[config.mk]
export PLATFORM = sky130hd
export DESIGN_NAME = sorted_max_priority_queue_core
export DESIGN_NICKNAME = d
export VERILOG_FILES = /design/src/design/spq_pkg.sv /design/src/design/spq_cell.sv /design/src/design/sorted_max_priority_queue_core.sv
export SDC_FILE = /design/constraint.sdc
export NUM_CORES = 1
export LEC_CHECK = 0
export ABC_AREA = 1
export BUFFER_PORTS_ARGS = -buffer_cell sky130_fd_sc_hd__buf_2
export CAP_MARGIN = 20
export CORE_MARGIN = 3
export CORE_UTILIZATION = 50
export CTS_CLUSTER_DIAMETER = 50
export CTS_CLUSTER_SIZE = 25
export DETAILED_ROUTE_END_ITERATION = 10
export PLACE_DENSITY = 0.72
export RECOVER_POWER = 100
export SYNTH_ARGS = -nofsm -noshare
export SYNTH_HDL_FRONTEND = slang
export SYNTH_SLANG_ARGS = --single-unit
[constraint.sdc]
create_clock -name clk -period 11.2 [get_ports clk]
set_clock_uncertainty 0.2 [all_clocks]
set_input_delay 0.56 -clock clk [delete_from_list [all_inputs] [get_ports clk]]
set_output_delay 0.56 -clock clk [all_outputs]
set_load 0.03 [all_outputs]
[src/design/spq_pkg.sv]
package spq_pkg;

	localparam int CAPACITY = 8;
	localparam int KEY_W    = 32;
	localparam int OCC_W    = 4;
	localparam int CNT_W    = $clog2(CAPACITY + 1);

	typedef logic signed [KEY_W-1:0] key_t;
	typedef logic [CNT_W-1:0]        count_t;

	localparam logic KIND_INSERT  = 1'b0;
	localparam logic KIND_DEQUEUE = 1'b1;

	typedef enum logic [1:0] {
		STATUS_OK    = 2'd0,
		STATUS_FULL  = 2'd1,
		STATUS_EMPTY = 2'd2
	} status_t;

	typedef struct packed {
		logic kind;
		key_t key;
	} req_t;

	typedef struct packed {
		key_t             out_key;
		status_t          status;
		logic [OCC_W-1:0] occupancy;
	} rsp_t;

	// Operation broadcast to every cell
	typedef struct packed {
		logic ins;
		logic deq;
		key_t key;
	} spq_ctrl_t;

	// What a cell shows its neighbors
	typedef struct packed {
		key_t key;
		logic valid;
		logic less;
	} spq_nbr_t;

endpackage

[src/design/spq_cell.sv]
module spq_cell (
	input  logic               clk,
	input  logic               arst_n,
	input  spq_pkg::spq_ctrl_t ctrl,
	input  spq_pkg::spq_nbr_t  left,
	input  spq_pkg::spq_nbr_t  right,
	output spq_pkg::spq_nbr_t  self
);

	spq_pkg::key_t key_q;
	logic          valid_q;
	logic          less;

	// Held key is strictly below the incoming key: it and all cells after it move right
	assign less = valid_q && (key_q < ctrl.key);

	assign self.key   = key_q;
	assign self.valid = valid_q;
	assign self.less  = less;

	always_ff @(posedge clk or negedge arst_n) begin
		if (!arst_n) begin
			valid_q <= 1'b0;
		end else if (ctrl.ins) begin
			valid_q <= left.valid;
		end else if (ctrl.deq) begin
			valid_q <= right.valid;
		end
	end

	always_ff @(posedge clk) begin
		if (ctrl.ins) begin
			if (left.less) begin
				key_q <= left.key;
			end else if (!valid_q || less) begin
				key_q <= ctrl.key;
			end
		end else if (ctrl.deq) begin
			key_q <= right.key;
		end
	end

endmodule

[src/design/sorted_max_priority_queue_core.sv]
// Sorted max-priority queue built as a row of shift-register cells.
//
// Request channel: present req (kind, key) with start high; a request is
// taken at every rising edge where start is high and busy is low. busy is
// held low, so a new request may be issued in every cycle.
// kind selects insert or dequeue of the largest key. Equal keys leave in
// arrival order.
//
// Result channel: one result per request, shown on rsp for exactly one
// cycle with done high; rsp and done are registered at the request edge. The receiver
// cannot stall; capture rsp whenever done is high.
//
// Throughput is one request per cycle. Every cell compares its key with the
// incoming key at once and either holds, takes the new key, or takes its
// neighbor's key, so the whole row updates at the request edge.
//
// Reset clears every cell's valid bit and the count; key storage is not
// cleared and is only read through valid cells.
module sorted_max_priority_queue_core (
	input  logic          clk,
	input  logic          arst_n,
	input  logic          start,
	output logic          busy,
	input  spq_pkg::req_t req,
	output logic          done,
	output spq_pkg::rsp_t rsp
);

	spq_pkg::spq_ctrl_t ctrl;
	spq_pkg::spq_nbr_t  cell_out [spq_pkg::CAPACITY];
	spq_pkg::spq_nbr_t  edge_left;
	spq_pkg::spq_nbr_t  edge_right;

	spq_pkg::count_t count_q;
	spq_pkg::count_t count_next;
	spq_pkg::rsp_t   rsp_q;
	spq_pkg::rsp_t   rsp_next;
	logic            done_q;

	logic accept;
	logic full;
	logic empty;
	logic is_ins;
	logic is_deq;

	// The row keeps up with every request
	assign busy   = 1'b0;
	assign accept = start && !busy;

	// Valid cells are packed at the head of the row
	assign full  = cell_out[spq_pkg::CAPACITY-1].valid;
	assign empty = !cell_out[0].valid;

	assign is_ins = accept && (req.kind == spq_pkg::KIND_INSERT);
	assign is_deq = accept && (req.kind == spq_pkg::KIND_DEQUEUE);

	// Drop inserts into a full row and dequeues from an empty one
	assign ctrl.ins = is_ins && !full;
	assign ctrl.deq = is_deq && !empty;
	assign ctrl.key = req.key;

	// Head cell sees a valid, never-shifting neighbor on its left; the tail
	// pulls an empty slot in from the right on dequeue
	assign edge_left.key    = '0;
	assign edge_left.valid  = 1'b1;
	assign edge_left.less   = 1'b0;
	assign edge_right.key   = '0;
	assign edge_right.valid = 1'b0;
	assign edge_right.less  = 1'b0;

	for (genvar i = 0; i < spq_pkg::CAPACITY; i++) begin : g_cell
		spq_pkg::spq_nbr_t left_in;
		spq_pkg::spq_nbr_t right_in;

		if (i == 0) begin : g_head
			assign left_in = edge_left;
		end else begin : g_body_l
			assign left_in = cell_out[i-1];
		end

		if (i == spq_pkg::CAPACITY - 1) begin : g_tail
			assign right_in = edge_right;
		end else begin : g_body_r
			assign right_in = cell_out[i+1];
		end

		spq_cell u_cell (
			.clk    (clk),
			.arst_n (arst_n),
			.ctrl   (ctrl),
			.left   (left_in),
			.right  (right_in),
			.self   (cell_out[i])
		);
	end

	// Build the result from the row as it stood before this request
	always_comb begin
		count_next = count_q;
		if (ctrl.ins) begin
			count_next = count_q + spq_pkg::CNT_W'(1);
		end else if (ctrl.deq) begin
			count_next = count_q - spq_pkg::CNT_W'(1);
		end

		rsp_next.out_key   = ctrl.deq ? cell_out[0].key : '0;
		rsp_next.status    = spq_pkg::STATUS_OK;
		rsp_next.occupancy = spq_pkg::OCC_W'(count_next);
		if (is_ins && full) begin
			rsp_next.status = spq_pkg::STATUS_FULL;
		end else if (is_deq && empty) begin
			rsp_next.status = spq_pkg::STATUS_EMPTY;
		end
	end

	always_ff @(posedge clk or negedge arst_n) begin
		if (!arst_n) begin
			count_q <= '0;
			done_q  <= 1'b0;
		end else begin
			count_q <= count_next;
			done_q  <= accept;
		end
	end

	// Result payload needs no reset; done qualifies it
	always_ff @(posedge clk) begin
		if (accept) begin
			rsp_q <= rsp_next;
		end
	end

	assign done = done_q;
	assign rsp  = rsp_q;

endmodule

==> results.md, run 1 <==
* RSZ-0062 raised after global routing: no
* Layout area overhead at 9.375%
* Multi-input gate area at 9908 sq um
* Rel. slew slack at -86.32%
* Number of flops mapped to enable cells by yosys at 294
* Post-CTS sizing at 0
* Vias at 18.40k
* Area leader, netlist: edfxtp_1
* Mean Syn Cell Area at 8.075 sq um
* Port bufs at 74
* Die Y-Extent at 209.7 um
* FP Rows at 74
* Pre-antenna DRT Iters at 6
* I/O pins at 76
* Global route hottest layer: met2
* Pwr dens at 218.1 nW/um^2
* Post-Synthesis Cells at 2570
* Fill count at 3708
* Crit-path max FO at 106
* Dpl hpwl at 41690 um
* GRT Util Overall at 28.44%
* Max Root-Sink Buffers at 3
* Total gr overflow at 0
* Num CTS Buffers at 38
* Antenna Cells at 0
* Initial antenna violation count at 2
* Core area at 40920 sq um
* Global-route wire length before repair at 99240 um
* Sequential cell area at 9156 sq um
* CP Capture Type: register
* Pins Over Slew Limit at 140
* Commonest register cell after synthesis: edfxtp_1
* Largest cells by area after synthesis: edfxtp_1 (43%), nand2_1 (18%), ha_1 (13%), inv_1 (5.6%), nand3_1 (4.4%)
* CTS H-tree lvls at 2
* Vias per std cell at 5.834
* DR WL/cell at 20.12 um
* Final GP Congestion at 0.9258
* Die ar. at 43980 sq um
* Routed Wire Length at 63460 um
* Iter 0 DRT Violations at 2214
* Layout cells sized above 1 at 6.102%
* Final hold viol count at 0
* Root buffer cell: clkbuf_16
* Die X at 209.7 um
* Maximum VDD drop at 0.1163 mV
* Syn_nets at 2825
* Flop and latch count out of synthesis at 307
* Min Tclk post-route at 7.488 ns
* Final hold slack at 0.1787 ns
* Post-CTS Setup Bufs at 0
* Sequential area share after synthesis at 44.11%
* GR met2 Demand/Resource at 45.16%
* Final setup fails at 0
* Commonest cells post-synth: nand2_1 (980), inv_1 (312), edfxtp_1 (294), ha_1 (219), nand3_1 (181)
* Static leakage at 0.01170 uW
* Max cap viols at 3
* Slew at the pin closest to its max-slew limit at 2.795 ns
* Distinct cells, synth at 44
* Hold WC Path Type: input pin to register
* Largest net degree at the start of global routing at 107
* Outcome: finished with violations
* # nets final at 2848
* Starting Density at 50.71%
* Worst-skew pair later-pin latency at 0.55 ns
* Number of global-route vias before repair at 17.91k
* Period utilisation layout at 66.85%
* Failing checks: max-capacitance violations, max-slew violations
* Post-synth top area share at 42.54%
* Met3 Use GR at 5.157%
* Met1 usage at 38.66%
* Hold-fix buffers, CTS at 1
* Most numerous cell in the Yosys netlist: nand2_1
* Mapped cell area at 20750 sq um
* Yosys Warn Count at 0
* Max Clk Rate at 0.1336 GHz
* CTS tree: yes
* DRT antenna net count at 0
* Async SR Flop Fraction at 4.235%
* Total negative slack at 0 ns
* Startpoint Class: input pin
* Worst EP arrival at 7.49 ns
* Remaining DRCs at 0
* Clock sinks at 307
* CTS clk-pin slew, worst paths at 0.06 ns
* CP required at 11.20 ns
* CP Class: input pin to register
## through the flow
step                      area [sq um]  cells  setup slack [ns]  power, uW  util, %
final                            22700   3154             3.712       4951    55.46
after global routing             22700   3154             3.228       5210    55.46
after CTS                        22760   3154             6.781       4912    55.62
after detailed placement         21430   3084             6.215       3595    52.36
after global placement           21430   3084             6.299       3522    52.36
after floorplan                  20750   2570             6.898       3034        -
## power by group
group          switching, uW  internal, uW  total (uW)
combinational           1250           494        1750
sequential               232          1660        1890
clock                    548           769        1320
total                   2030          2920        4950
## layout make-up
type                       instances  share of cell area, %
inverter                         313                  5.198
sequential                       307                  40.34
tap                              532                  2.933
multi-input combinational       1839                  43.65
clock buffer                      41                  4.333
clock inverter                    28                  1.499
timing repair buffer              94                  2.045
## registers in the layout, summed over array words and instances, names as in the netlist
register	cells
done	1
g_cell.u_cell.valid_q	8
rsp	38
g_cell.u_cell.key_q	256
count_q	4
## kinds of logic (layout without fill, tap and decap cells)
logic type / count (synthesis) / count (layout) / share of synthesized area (%)
xor+xnor: 3 / 3 / 0.1266
fa+ha+maj: 219 / 219 / 13.20
other cells: 1 / 1 / 0.01807
compound gates: 245 / 245 / 6.319
buf+inv: 424 / 476 / 8.537
simple gates: 1371 / 1371 / 27.69
flops: 307 / 307 / 44.11
## critical path, stage by stage
cell and delay, ns:
clkbuf_1 1.49, inv_1 0.23, nor3_2 0.19, clkbuf_1 1.99, inv_6 0.89, nand2_2 0.29, buf_4 0.58, nand2_1 0.11
inv_1 0.49, buf_4 0.46
## final timing paths
kind	start	end	slack, ns	depth (start not counted)
worst max-delay path	start	g_cell[0].u_cell.key_q[15]	3.71	10
worst min-delay path	req[32]	rsp[4]	0.18	2
worst max register to register	g_cell[7].u_cell.valid_q	g_cell[0].u_cell.key_q[15]	5.06	8
worst min register to register	count_q[3]	count_q[3]	0.27	1
max in group asynchronous	arst_n	g_cell[2].u_cell.valid_q	9.65	2
min in group asynchronous	arst_n	count_q[3]	0.51	2
## placed cells by master (no fill, tap or decap), types with 10 or more instances in the layout
| cell | count |
|---|---|
| buf_2 | 33 |
| o21ai_0 | 96 |
| nand2_2 | 15 |
| nand3_1 | 178 |
| nor2_1 | 86 |
| buf_4 | 17 |
| clkbuf_1 | 45 |
| nand2_1 | 981 |
| inv_1 | 311 |
| ha_1 | 219 |
| edfxtp_1 | 294 |
| a21oi_1 | 111 |
| dfrtp_1 | 11 |
| clkbuf_16 | 39 |
| o21a_1 | 10 |
| nand4_1 | 79 |
## per-layer routing
layer  wire length, um  share of wire [%]
met5                13              0.020
met4              2508                4.0
met3              6636                 10
met2             28660                 45
met1             25640                 40
No activity file was read; power rests on OpenSTA's default activity.
==> inputs of run 2 (changes only) <==
--- a/config.mk
+++ b/config.mk
@@ -13,7 +13,7 @@
 export CTS_CLUSTER_DIAMETER = 50
 export CTS_CLUSTER_SIZE = 25
 export DETAILED_ROUTE_END_ITERATION = 10
-export PLACE_DENSITY = 0.72
+export PLACE_DENSITY = 0.74
 export RECOVER_POWER = 100
 export SYNTH_ARGS = -nofsm -noshare
 export SYNTH_HDL_FRONTEND = slang
==> constraint.sdc (replaced) <==
create_clock -name clk -period 6.17 [get_ports clk]
set_clock_uncertainty 0.2 [all_clocks]
set_input_delay 0.3085 -clock clk [delete_from_list [all_inputs] [get_ports clk]]
set_output_delay 0.3085 -clock clk [all_outputs]
set_load 0.03 [all_outputs]
==> results.md, run 2 (same netlist as run 1, synthesis figures left out) <==
* CP Class: input pin to register
* Max cap viols at 3
* Worst r2r src: g_cell[0].u_cell.key_q[5]
* Initial antenna violation count at 0
* Hold-fix buffers, CTS at 5
* Clock sinks at 307
* Static leakage at 0.01172 uW
* Global route hottest layer: met2
* Max FFs per register at 256
* Period utilisation layout at 78.38%
* Worst EP arrival at 4.95 ns
* CP Capture Type: register
* Reg2Reg Depth at 13
* GR met2 Demand/Resource at 45.62%
* Most common cell after layout, fill and taps aside: nand2_1
* Post-CTS sizing at 0
* Total gr overflow at 0
* Crit. Startpoint: start
* Root buffer cell: clkbuf_16
* Die X at 209.7 um
* Vias per std cell at 5.837
* Largest net degree at the start of global routing at 107
* Failing checks: max-capacitance violations, max-slew violations
* Outcome: finished with violations
* Dpl cells at 3089
* Hold depth at 3
* DRT antenna net count at 0
* Final core utilization at 55.52%
* Final setup fails at 0
* Num CTS Buffers at 39
* CTS clk-pin slew, worst paths at 0.06 ns
* CTS tree: yes
* Largest Register: g_cell.u_cell.key_q
* Startpoint Class: input pin
* Hold Startpoint: req[7]
* Maximum VDD drop at 0.2240 mV
* Global-route wire length before repair at 99610 um
* Post-route cell area at 22720 sq um
* Final cell count without fillers at 3166
* Layout area overhead at 9.490%
* RSZ-0062 raised after global routing: no
* DR WL/cell at 20.48 um
* Pins Over Slew Limit at 180
* Sequential cell area at 9155 sq um
* Remaining DRCs at 0
* Max Clk Rate at 0.2068 GHz
* # nets final at 2858
* Dpl hpwl at 43090 um
* Pwr dens at 394.9 nW/um^2
* Pre-antenna DRT Iters at 8
* Rel. slew slack at -56.84%
* Hold WC Path Type: input pin to register
* Starting Density at 50.71%
* Final hold viol count at 0
* Fill count at 3674
* Slew at the pin closest to its max-slew limit at 2.353 ns
* Crit-path max FO at 106
* Number of global-route vias before repair at 17.83k
* Port bufs at 74
* Worst r2r dst: g_cell[1].u_cell.key_q[0]
* CP required at 6.28 ns
* Routed Wire Length at 64830 um
* FP Rows at 74
* Iter 0 DRT Violations at 2254
* Met1 usage at 38.68%
* Final hold slack at 0.01970 ns
* GRT Util Overall at 28.93%
* Multi-input gate area at 9888 sq um
* Vias at 18.48k
* Die ar. at 43980 sq um
* Area of placed instances at 21460 sq um
* Max Root-Sink Buffers at 3
* Worst-skew pair later-pin latency at 0.58 ns
* Hold Path Sink: g_cell[0].u_cell.key_q[7]
* Total negative slack at 0 ns
* I/O pins at 76
* Post-CTS Setup Bufs at 0
* CTS H-tree lvls at 2
* Worst reg2reg setup slack at 1.71 ns
* Min Tclk post-route at 4.836 ns
* Antenna Cells at 0
* Met3 Use GR at 6.517%
* Most frequent cells in the layout: nand2_1 (983), inv_1 (311), edfxtp_1 (294)
* Die Y-Extent at 209.7 um
* Final GP Congestion at 0.9485
* Layout cells sized above 1 at 6.112%
* Core area at 40920 sq um
==> run 2: cell count changes in the layout (fill, tap and decap cells not counted), moves of 3 or more <==
cell	delta
dlygate4sd3_1	+4
clkinv_2	+3
inv_6	-3
clkinvlp_4	+3
==> run 2: final cells by class <==
| class | instances | area share (%) |
|---|---|---|
| multi-input cells | 1839 | 43.52 |
| flip-flops and latches | 307 | 40.29 |
| inverters | 313 | 5.193 |
| clock buffers | 42 | 4.433 |
| well taps | 532 | 2.930 |
| repair buffers | 103 | 2.346 |
| clock inverters | 30 | 1.289 |
==> run 2: how the worst max path moves through the flow <==
stage / endpoint / slack (ns) / cells past startpoint
after floorplan: g_cell[6].u_cell.key_q[0] / 2.12 / 12
after global placement: g_cell[2].u_cell.key_q[23] / 1.89 / 13
after detailed placement: g_cell[2].u_cell.key_q[22] / 1.81 / 13
after CTS: g_cell[6].u_cell.key_q[12] / 2.07 / 11
after global routing: g_cell[5].u_cell.key_q[8] / 0.98 / 7
final: g_cell[5].u_cell.key_q[8] / 1.33 / 7
==> run 2: report_power, final <==
part | internal (uW) | total, uW | leakage [uW] | switching (uW)
registers | 3010 | 3410 | 0.00300 | 397
clock network | 1340 | 2340 | 0.000618 | 1010
logic | 907 | 3230 | 0.00810 | 2320
==> run 2: critical path: stages <==
cell      delay [ns]
clkbuf_1        1.64
inv_1           0.20
nor3_1          0.50
inv_6           0.37
clkbuf_2        1.24
nand2_1         0.43
nand2_1         0.10
==> run 2: stage by stage <==
stage                     total power [uW]  setup WS (ns)
after detailed placement              6554          1.805
final                                 8974          1.334
after CTS                             8897          2.069
after global placement                6442          1.893
after global routing                  9444         0.9818
after floorplan                       5507          2.119
==> run 2: metal layers <==
| layer | wire [um] | part of all wire [%] |
|---|---|---|
| met1 | 25930 | 40 |
| met2 | 29250 | 45 |
| met3 | 7028 | 11 |
| met4 | 2619 | 4.0 |
| met5 | 0 | 0 |
==> inputs of run 3 (changes only) <==
==> constraint.sdc (replaced) <==
create_clock -name clk -period 3.9 [get_ports clk]
set_clock_uncertainty 0.2 [all_clocks]
set_input_delay 0.195 -clock clk [delete_from_list [all_inputs] [get_ports clk]]
set_output_delay 0.195 -clock clk [all_outputs]
set_load 0.03 [all_outputs]
==> results.md, run 3 (same netlist as run 1, synthesis figures left out) <==
* Outcome: finished with violations
* Failing checks: max-capacitance violations, max-slew violations
* Starting Density at 50.71%
* CTS H-tree lvls at 2
* Clk pwr share at 25.1%
* Slew at the pin closest to its max-slew limit at 1.505 ns
* Hold Path Sink: g_cell[1].u_cell.key_q[5]
* Switch Pwr at 5807 uW
* Die ar. at 43980 sq um
* Num CTS Buffers at 38
* CP max-delay cell: dlygate4sd3_1
* Worst Path Buf+Inv at 4
* Final Power at 14030 uW
* Max Root-Sink Buffers at 3
* Die X at 209.7 um
* Reg2Reg Depth at 12
* Critical path's top delay family: simple AND/OR/NAND/NOR gates
* Rel. slew slack at -0.3226%
* Max cap viols at 1
* Startpoint Class: input pin
* Worst EP arrival at 3.57 ns
* CTS tree: yes
* Pre-antenna DRT Iters at 5
* Layout area overhead at 10.50%
* Root buffer cell: clkbuf_16
* Core area at 40920 sq um
* Final GP Congestion at 0.9526
* Min Tclk post-route at 3.588 ns
* GRT Util Overall at 28.60%
* Routed Wire Length at 63950 um
* Max FFs per register at 256
* CP most frequent cell: nand2_1
* Port bufs at 74
* Post-CTS sizing at 0
* Most common cell after layout, fill and taps aside: nand2_1
* Die Y-Extent at 209.7 um
* Hold depth at 5
* CP Class: input pin to register
* Crit-path cells: dlygate4sd3_1 -> clkbuf_1 -> inv_1 -> ha_1 -> nand2_1 -> nor4_2 -> nand2_1 -> nor3_1 -> nand2_2 -> nand2_1 -> nand2_1 -> nand2_4 -> nand2_1 -> a21oi_1 -> clkbuf_2
* Net Sw Frac at 41.40%
* FP Rows at 74
* I/O pins at 76
* Period utilisation layout at 91.99%
* Pint at 8219 uW
* Vias at 18.58k
* Layout cells sized above 1 at 6.292%
* Clock sinks at 307
* Worst-skew pair later-pin latency at 0.55 ns
* Dpl hpwl at 44750 um
* Crit-path max FO at 12
* Most frequent cells in the layout: nand2_1 (982), inv_1 (311), edfxtp_1 (294)
* Remaining DRCs at 0
* DRT antenna net count at 0
* Initial antenna violation count at 0
* Pwr dens at 611.7 nW/um^2
* CP required at 3.88 ns
* RSZ-0062 raised after global routing: no
* Number of global-route vias before repair at 18.02k
* Hold WC Path Type: input pin to register
* Total gr overflow at 0
* Worst slack, placed at 0.4227 ns
* CTS clk-pin slew, worst paths at 0.06 ns
* Total negative slack at 0 ns
* Worst r2r dst: g_cell[3].u_cell.key_q[2]
* Fin worst setup slack at 0.3123 ns
* Hold Startpoint: req[5]
* Worst r2r src: g_cell[2].u_cell.key_q[31]
* Final hold viol count at 0
* Vias per std cell at 5.803
* Antenna Cells at 0
* Pins Over Slew Limit at 21
* DR WL/cell at 19.97 um
* Slowest cell delay on critical path at 0.52 ns
* Worst reg2reg setup slack at 0.33 ns
* Seq pwr share at 38.1%
* CP Capture Type: register
* Largest Register: g_cell.u_cell.key_q
* Largest net degree at the start of global routing at 69
* Global-route wire length before repair at 99540 um
* Static leakage at 0.01185 uW
* Iter 0 DRT Violations at 2234
* Post-CTS Setup Bufs at 0
* # nets final at 2896
* Comb pwr share at 36.8%
* Maximum VDD drop at 0.3482 mV
* Final hold slack at 0.02921 ns
* Max Clk Rate at 0.2787 GHz
* Final setup fails at 0
==> run 3: routing by layer <==
metal	track usage, %	part of all wire (%)	vias to the layer above
met1	38.88	41	8561
met2	45.55	44	1157
met5	0	0	-
met4	12.63	4.8	0
li1	-	-	8660
met3	4.365	11	202
==> run 3: area by class of cell <==
class | instances | area, sq um
Fill cell | 3686 | 17990
Multi-Input combinational cell | 1839 | 9829
Sequential cell | 307 | 9154
Inverter | 313 | 1180
Clock buffer | 41 | 962.2
Timing Repair Buffer | 142 | 874.6
Tap cell | 532 | 665.6
Clock inverter | 28 | 265.3
==> run 3: metrics by stage <==
| stage | util [%] | std cells | area, sq um |
|---|---|---|---|
| 3_3_place_gp | 52.97 | 3114 | 21680 |
| 4_1_cts | 56.44 | 3202 | 23100 |
| 3_5_place_dp | 52.97 | 3114 | 21680 |
| 5_1_grt | 56.03 | 3202 | 22930 |
| 6_report | 56.03 | 3202 | 22930 |
| 2_1_floorplan | - | 2570 | 20770 |
==> run 3: worst max path at each step <==
| stage | start | to | slack (ns) | depth (start not counted) |
|---|---|---|---|---|
| 2_1_floorplan | g_cell[2].u_cell.key_q[31] | g_cell[2].u_cell.key_q[0] | 0.54 | 12 |
| 3_3_place_gp | req[31] | g_cell[6].u_cell.key_q[13] | 0.46 | 13 |
| 3_5_place_dp | req[31] | g_cell[6].u_cell.key_q[12] | 0.42 | 13 |
| 4_1_cts | g_cell[5].u_cell.key_q[31] | g_cell[6].u_cell.key_q[30] | 0.53 | 11 |
| 5_1_grt | req[15] | g_cell[1].u_cell.key_q[9] | 0.18 | 15 |
| 6_report | req[27] | g_cell[3].u_cell.key_q[2] | 0.31 | 15 |
==> run 3: power groups by stage <==
stage | registers [uW] | clock network [uW] | logic (uW)
2_1_floorplan | 5250 | 0 | 3460
3_3_place_gp | 5360 | 0 | 4890
3_5_place_dp | 5380 | 0 | 5060
4_1_cts | 5320 | 3550 | 5110
5_1_grt | 5420 | 3680 | 5700
6_report | 5350 | 3520 | 5160
==> run 3: repair_timing <==
action,4_1_cts,5_1_grt
hold endpoints to repair,33,0
endpoints found under the setup margin,0,0
hold buffers,19,0
==> run 3: tightest hold or removal path, stage by stage <==
cell and delay [ns]:
buf_2 0.09, inv_1 0.15, nand2_1 0.11, nand3_1 0.06
nand2_1 0.05
